===== src/rtl/assert_macros.svh =====
// Assertion helpers included by the core RTL file.
`ifndef ASSERT_MACROS_SVH
`define ASSERT_MACROS_SVH

// Checked at every edge, reset included.
`define ASSERT_CLK(lbl, prop) \
  lbl: assert property (@(posedge clk_i) prop) else $error("assertion failed");

// Checked outside reset only.
`define ASSERT_RUN(lbl, prop) \
  lbl: assert property (@(posedge clk_i) disable iff (!rst_ni) prop) \
    else $error("assertion failed");

`endif


===== src/rtl/ptpsms_pkg.sv =====
// ----------------------------------------------------------------------------
// PTP source statistics package
// Sizes, the search word carried along the cell chain and the control states.
// ----------------------------------------------------------------------------
package ptpsms_pkg;

  localparam int NumSources = 16;
  localparam int TimeW      = 48;
  localparam int NumTypes   = 16;
  localparam int TypeW      = 4;
  localparam int SlotW      = (NumSources > 1) ? $clog2(NumSources) : 1;
  localparam int OutSlotW   = 4;
  localparam int CountW     = 32;
  localparam int SeqW       = 16;

  typedef struct packed {
    logic              valid;
    logic              hit;
    logic [TypeW-1:0]  msg_type;
    logic [7:0]        domain;
    logic [63:0]       clock;
    logic [15:0]       port;
    logic [SeqW-1:0]   seq;
    logic [TimeW-1:0]  ts;
    logic [SlotW-1:0]  slot;
    logic              new_src;
    logic              anomaly;
    logic [CountW-1:0] type_count;
    logic [CountW-1:0] anom_total;
  } token_t;

  typedef enum logic [1:0] {
    StIdle,
    StSearch,
    StHold
  } state_e;

endpackage


===== src/rtl/ptpsms_cell.sv =====
// ----------------------------------------------------------------------------
// PTP source statistics cell
// Holds one source entry; claims a passing word that matches it, or takes the
// word as a new source when the entry is still free.
// ----------------------------------------------------------------------------
module ptpsms_cell (
  input  logic                       clk_i,
  input  logic                       rst_ni,
  input  logic [ptpsms_pkg::SlotW-1:0] slot_i,
  input  ptpsms_pkg::token_t         tok_i,
  output ptpsms_pkg::token_t         tok_o
);

  logic                             used_q;
  logic [7:0]                       domain_q;
  logic [63:0]                      clock_q;
  logic [15:0]                      port_q;
  logic [ptpsms_pkg::TimeW-1:0]     first_q;
  logic [ptpsms_pkg::TimeW-1:0]     last_q;
  logic [ptpsms_pkg::CountW-1:0]    cnt_q  [ptpsms_pkg::NumTypes];
  logic [ptpsms_pkg::SeqW-1:0]      seq_q  [ptpsms_pkg::NumTypes];
  logic [ptpsms_pkg::NumTypes-1:0]  seqv_q, seqv_d;
  logic [ptpsms_pkg::CountW-1:0]    anom_q;
  ptpsms_pkg::token_t               tok_q, tok_d;

  logic                             hit_here, alloc_here, take;
  logic [ptpsms_pkg::CountW-1:0]    cnt_cur, anom_cur;
  logic                             anomaly;

  assign hit_here   = tok_i.valid && !tok_i.hit && used_q && domain_q == tok_i.domain &&
                      clock_q == tok_i.clock && port_q == tok_i.port;
  assign alloc_here = tok_i.valid && !tok_i.hit && !used_q;
  assign take       = hit_here || alloc_here;

  always_comb begin
    cnt_cur  = alloc_here ? '0 : cnt_q[tok_i.msg_type];
    anom_cur = alloc_here ? '0 : anom_q;
    // A new entry has no previous id of any type.
    anomaly  = !alloc_here && seqv_q[tok_i.msg_type] &&
               (tok_i.seq != seq_q[tok_i.msg_type] + ptpsms_pkg::SeqW'(1));
    seqv_d = alloc_here ? '0 : seqv_q;
    seqv_d[tok_i.msg_type] = 1'b1;
    tok_d = tok_i;
    if (take) begin
      tok_d.hit        = 1'b1;
      tok_d.slot       = slot_i;
      tok_d.new_src    = alloc_here;
      tok_d.anomaly    = anomaly;
      tok_d.type_count = cnt_cur + ptpsms_pkg::CountW'(1);
      tok_d.anom_total = anom_cur + ptpsms_pkg::CountW'(anomaly);
    end
  end

  always_ff @(posedge clk_i or negedge rst_ni) begin
    if (!rst_ni) begin
      tok_q  <= '0;
      used_q <= 1'b0;
      seqv_q <= '0;
    end else begin
      tok_q <= tok_d;
      if (alloc_here) begin
        used_q <= 1'b1;
      end
      if (take) begin
        seqv_q <= seqv_d;
      end
    end
  end

  always_ff @(posedge clk_i) begin
    if (alloc_here) begin
      domain_q <= tok_i.domain;
      clock_q  <= tok_i.clock;
      port_q   <= tok_i.port;
      first_q  <= tok_i.ts;
    end
    if (take) begin
      last_q <= tok_i.ts;
      for (int t = 0; t < ptpsms_pkg::NumTypes; t++) begin
        if (t == int'(tok_i.msg_type)) begin
          cnt_q[t] <= tok_d.type_count;
        end else if (alloc_here) begin
          cnt_q[t] <= '0;
        end
      end
      seq_q[tok_i.msg_type] <= tok_i.seq;
      anom_q                <= tok_d.anom_total;
    end
  end

  assign tok_o = tok_q;

endmodule


===== config.mk =====
export PLATFORM = sky130hd
export DESIGN_NAME = ptpsms_cell
export DESIGN_NICKNAME = d
export VERILOG_FILES = /design/src/rtl/assert_macros.svh /design/src/rtl/ptpsms_pkg.sv /design/src/rtl/ptpsms_cell.sv
export SDC_FILE = /design/constraint.sdc
export NUM_CORES = 1
export LEC_CHECK = 0
export ABC_CLOCK_PERIOD_IN_PS = 4800
export BUFFER_PORTS_ARGS = -buffer_cell sky130_fd_sc_hd__buf_2
export CAP_MARGIN = 20
export CORE_ASPECT_RATIO = 2
export CORE_MARGIN = 8
export CORE_UTILIZATION = 55
export CTS_BUF_LIST = sky130_fd_sc_hd__clkbuf_8
export DETAILED_ROUTE_END_ITERATION = 16
export PLACE_DENSITY = 0.78
export SLEW_MARGIN = 20
export SYNTH_ARGS = -nofsm -noshare
export SYNTH_HDL_FRONTEND = slang
export SYNTH_SLANG_ARGS = --single-unit

===== constraint.sdc =====
create_clock -name clk_i -period 4.8 [get_ports clk_i]
set_input_delay 0.24 -clock clk_i [delete_from_list [all_inputs] [get_ports clk_i]]
set_output_delay 0.24 -clock clk_i [all_outputs]
set_load 0.02 [all_outputs]

; Word-level counts from Yosys, hierarchy flattened
; Memories as Yosys holds them, arrays and structs flattened.
; Index checks and enable logic that the tools add are counted.
[word_totals]
mem_bits_rw = 768
regBits = 365
romBits = 0
output_inout_bits = 228
n_memories = 2
latch_bits = 0
elab_cells = 200
[op_classes]
div = 0
muxes = 124
shifts = 0
n_lt_le_gt_ge = 2
mul = 0
add_sub_neg = 3
n_reduce_logical = 14
n_eq_ne = 19
bitwise = 17
[mem_list]
columns = memory, words, word_bits, read_ports, rd_ports_with_merged_regs, wr, line_no
row1 = cnt_q, 16, 32, 1, 0, 16, ptpsms_cell.sv:20  ; logic [ptpsms_pkg::CountW-1:0] cnt_q [ptpsms_pkg::NumTypes];
row2 = seq_q, 16, 16, 1, 0, 1, ptpsms_cell.sv:21  ; logic [ptpsms_pkg::SeqW-1:0] seq_q [ptpsms_pkg::NumTypes];
[op_table]
columns = cell, n
row1 = 32-bit 2-to-1 mux, 18
row2 = 1-bit 2-to-1 mux, 102
row3 = 70-bit 2-to-1 mux, 1
row4 = 64-bit == test, 1
row5 = 32-bit by 1-bit adder with 32-bit output, 1
row6 = "32-bit by 1-bit adder with 32-bit output, second input constant", 1
row7 = "4-bit == test, first input constant", 8
row8 = "16-bit by 1-bit adder with 16-bit output, second input constant", 1
row9 = 16-bit == test, 1
row10 = "3-bit by 4-bit == test with 1-bit output, first input constant", 4
row11 = 16-bit 2-to-1 mux, 1
row12 = 16-bit inequality test, 1
row13 = 1-bit bitwise OR, 16
row14 = 16-bit bitwise OR, 1
row15 = 1-bit logical AND, 9
row16 = "2-bit by 4-bit == test with 1-bit output, first input constant", 2
row17 = 8-bit == test, 1
row18 = "4-bit by 5-bit < comparator with 1-bit output, second input constant", 1
row19 = 1-bit binary-select mux with 4-bit select, 1
row20 = 1-bit demux with 4-bit select, 1
row21 = "1-bit by 4-bit == test with 1-bit output, first input constant", 1
row22 = "4-bit by 1-bit greater-or-equal comparator with 1-bit output, second input constant", 1
row23 = 4-bit zero test, 1
row24 = 1-bit zero test, 3
row25 = 1-bit logical OR, 1

; Longest topological paths before layout
[logic_depth]
word_depth = 10
ltp_mapped = 28
mapped_depth_nobuf = 21

; Worst setup path before layout
; OpenSTA, ideal clock, no wires.
[synth_timing]
path_type = input port to flip-flop
startpoint = input port tok_i[223] (netlist bit)
endpoint = register anom_q[31] (netlist bit) (data pin)
required_time_ns = 4.362
path_stages = 25
setup_time_ns = 0.438
t_arrival_ns = 5.194
setup_slack_ns = -0.831
cell_sequence = buf_4 buf_6 buf_4 buf_6 buf_6 buf_4 buf_4 clkbuf_1 mux4_2 a22o_1 a221oi_1 nor2_1 a311o_1 a21oi_1 nor4_1 nor2_1 ha_1 and3_1 nand3_1 nor3_1 nand4_1 nor4_1 nand3_1 xor2_1 a211oi_1
[synth_rtl]
columns = item, line_no
row1 = start: declaration, ptpsms_cell.sv:10  ; input ptpsms_pkg::token_t tok_i,
row2 = end signal: assignment, ptpsms_cell.sv:87  ; anom_q <= tok_d.anom_total;
row3 = end: declaration, ptpsms_cell.sv:23  ; logic [ptpsms_pkg::CountW-1:0] anom_q;

==> impl_metrics.env <==
export IMPL_tritoncts="built"
export IMPL_crit_fanout=4
export IMPL_finalHoldViolations=0
export IMPL_setup_viol=6
export IMPL_crit_type="register to register"
export IMPL_seqCellArea_um2=32480
export IMPL_grt_max_degree=117
export IMPL_die_h_um=429.7
export IMPL_setup_ws_ps=-96.28
export IMPL_place_gp_congestion=0.8608
export IMPL_synthCells=2884
export IMPL_synth_nets=3122
export IMPL_yosysSeqAreaShare_pct=69.02
export IMPL_drt_first_pass_iters=8
export IMPL_multi_input_area_um2=13780
export IMPL_fmax_mhz=204.2
export IMPL_yosysWarnings=0
export IMPL_synth_compound_area_share_pct=8.373
export IMPL_cts_made_buffers=154
export IMPL_fin_crit_ps=4896
export IMPL_required_ps=5380
export IMPL_synthToLayoutAreaGrowth_pct=23.89
export IMPL_ys_ff_latch=1133
export IMPL_synth_simple_area_share_pct=4.967
export IMPL_max_vdd_ir_drop_mv=0.3365
export IMPL_ys_types=80
export IMPL_clk_path_buf_depth=3
export IMPL_wl_per_cell_um=27.69
export IMPL_synth_top_family_by_area="multiplexers"
export IMPL_routed_wirelength_um=137800
export IMPL_cts_sinks=1133
export IMPL_core_um2=85390
export IMPL_drcViolationCount=0
export IMPL_dpl_hpwl_um=78470
export IMPL_io_pins=462
export IMPL_synth_adder_area_share_pct=0.1064
export IMPL_hold_path_class="input port to asynchronous set/reset pin"
export IMPL_synth_edf_count=856
export IMPL_cap_violations=0
export IMPL_min_period_over_period_pct=102.0
export IMPL_finalClockSkew_ps=51.34
export IMPL_io_buffers=461
export IMPL_tightest_slew_ps=1067
export IMPL_ant_nets=0
export IMPL_clock_latency_ps=870
export IMPL_drive_above_1_share_pct=31.18
export IMPL_vias_per_cell=6.337
export IMPL_clkSlewWorstSetupHoldPaths_ps=70
export IMPL_grt_pass1_wl_um=204600
export IMPL_grt_pass1_vias=32944
export IMPL_synth_xor_area_share_pct=2.749
export IMPL_dpl_worst_slack_ps=-658.8
export IMPL_violations="negative setup slack"
export IMPL_rrSetupSlack_ps=-100
export IMPL_dp_cells=4412
export IMPL_netlist_area_um2=47050
export IMPL_leakagePower_nw=21.54
export IMPL_arrival_ps=5470
export IMPL_status="complete, but fails checks"
export IMPL_rows=152
export IMPL_initial_utilization_pct=55.10
export IMPL_critical_path_endpoint_type="register"
export IMPL_post_synth_cell_area_avg_um2=16.32
export IMPL_vias=31539
export IMPL_async_reset_ff_share_pct=21.62
export IMPL_drtIter0Drc=3804
export IMPL_slew_violations=0
export IMPL_fin_tns_setup_ps=-304.8
export IMPL_grtUsageTotal_pct=28.30
export IMPL_die_area_um2=95740
export IMPL_antenna_found_initial=8
export IMPL_relSlewSlack_pct=28.57
export IMPL_powerDensity_nw_per_um2=346.6
export IMPL_fin_cells=4977
export IMPL_synth_ff_type="edfxtp_1"
export IMPL_final_nets=4004
export IMPL_worst_setup_path_start_kind="register"
export IMPL_rsz0062_at_grt="true"
export IMPL_die_w_um=222.8
export IMPL_fill_cells=5304
export IMPL_cts_root_buffer="clkbuf_8"
export IMPL_grt_remaining_overflow=0
export IMPL_htreeDepth=4
export IMPL_synth_area_mux_share_pct=11.99
## metal layers
layer | track usage (%) | vias to the layer above | part of all wire [%] | wire length, um
met2 | 46.69 | 2175 | 50 | 68650
met5 | 0 | - | 0.018 | 25
li1 | - | 13151 | - | -
met4 | 12.98 | 4 | 4.5 | 6210
met1 | 34.86 | 15839 | 35 | 48370
met3 | 7.460 | 370 | 11 | 14550
## kinds of logic after synthesis
group,count (synthesis)
AO/OA/AOI/OAI,597
flip-flops,1133
multiplexers,254
XOR/XNOR,146
adder cells (fa/ha/maj),4
buffers and inverters,257
AND/OR/NAND/NOR,493
## path summary, 6_finish.rpt
path                               startpoint           end  cells after the start
worst max-delay path            seq_q[14][15]    anom_q[21]                     19
worst min-delay path                   rst_ni     tok_o[48]                      3
worst max register to register  seq_q[14][15]    anom_q[21]                     19
worst min register to register   cnt_q[8][10]  cnt_q[8][10]                      2
max in group asynchronous              rst_ni     tok_o[44]                      3
min in group clk_i                  tok_i[35]   cnt_q[4][3]                      3
## critical path: stages (launching register included)
cell and delay [ps]:
edfxtp_1 370, mux4_1 480, mux4_2 510, xnor2_2 340
buf_4 190, nand3_1 70, a21o_2 210, and3_2 230
nor4_4 330, nor2_1 90, buf_4 170, ha_4 170
and3_4 180, nand3_4 90, nor3_4 40, buf_4 150
and4_1 200, nand4_1 120, xor2_1 100, a211oi_1 570
## where the power goes
group	switching (mW)	internal (mW)
clock	3.83	3.84
combinational	1.01	0.817
sequential	0.0539	10.7
## what timing repair did
action,in CTS,in global routing
hold buffers,268,2
gates cloned,0,0
gates resized for setup,5,30
pin swaps,1,22
hold endpoints to repair,1123,9
buffers inserted,0,6
endpoints found under the setup margin,35,34
## synth_stat cells, types with 8 or more instances
| cell type | number | area (um2) |
|---|---|---|
| edfxtp_1 | 856 | 25700 |
| dfrtp_1 | 245 | 6131 |
| mux4_2 | 176 | 3964 |
| clkbuf_1 | 173 | 649.4 |
| nor2_1 | 161 | 604.3 |
| nand2_1 | 142 | 533.0 |
| a21oi_1 | 136 | 680.7 |
| a22oi_1 | 128 | 960.9 |
| a211oi_1 | 111 | 833.3 |
| xnor2_1 | 93 | 814.5 |
| o21ai_0 | 80 | 400.4 |
| mux4_1 | 55 | 1445 |
| xor2_1 | 51 | 446.7 |
| o31ai_1 | 49 | 367.9 |
| nand3_1 | 41 | 205.2 |
| nand4_1 | 36 | 225.2 |
| dfxtp_1 | 32 | 640.6 |
| nor3_1 | 29 | 145.1 |
| mux2i_1 | 20 | 200.2 |
| buf_2 | 19 | 95.09 |
| buf_4 | 19 | 142.6 |
| o21a_1 | 18 | 135.1 |
| a21o_1 | 17 | 127.6 |
| and3_1 | 16 | 100.1 |
| inv_1 | 14 | 52.55 |
| nor4_1 | 12 | 75.07 |
| and2_1 | 11 | 68.82 |
| o21ai_1 | 11 | 55.05 |
| a31oi_1 | 10 | 62.56 |
| buf_1 | 10 | 37.54 |
| buf_6 | 10 | 112.6 |
| buf_12 | 9 | 180.2 |
| and4_1 | 8 | 70.07 |
| o22ai_1 | 8 | 50.05 |
## final cells by class
| cell class | instances | area share, % |
|---|---|---|
| sequential | 1133 | 55.71 |
| inverter | 16 | 0.1696 |
| antenna | 5 | 0.02146 |
| clock inverter | 109 | 1.341 |
| tap | 1078 | 2.314 |
| timing repair buffer | 967 | 12.68 |
| multi-input combinational | 1494 | 23.63 |
| clock buffer | 175 | 4.132 |
## placed cells by master (no fill, tap or decap), types with 91 or more instances in the layout
master,count
dlygate4sd3_1,269
edfxtp_1,856
mux4_2,182
xnor2_1,91
nand2_1,140
a22oi_1,123
buf_2,457
a211oi_1,107
dfrtp_1,245
nor2_1,138
buf_4,191
a21oi_1,135
clkbuf_8,176
## registers in the layout, indices dropped and copies added (netlist names)
name	cells
tok_o	228
used_q	1
seq_q	256
seqv_q	16
port_q	16
domain_q	8
anom_q	32
cnt_q	512
clock_q	64
## stage by stage
step | hold WS, ps | utilization, % | power (mW) | instance area (um2)
final | 18.09 | 68.27 | 20.21 | 58290
after global routing | 23.51 | 68.26 | 20.77 | 58290
after detailed placement | 103.4 | 61.08 | 12.49 | 52160
after global placement | 99.84 | 61.08 | 12.44 | 52160
after CTS | 0.2571 | 68.00 | 20.15 | 58070
after floorplan | -55.59 | - | 11.81 | 47180
(Power assumes the default switching activity.)
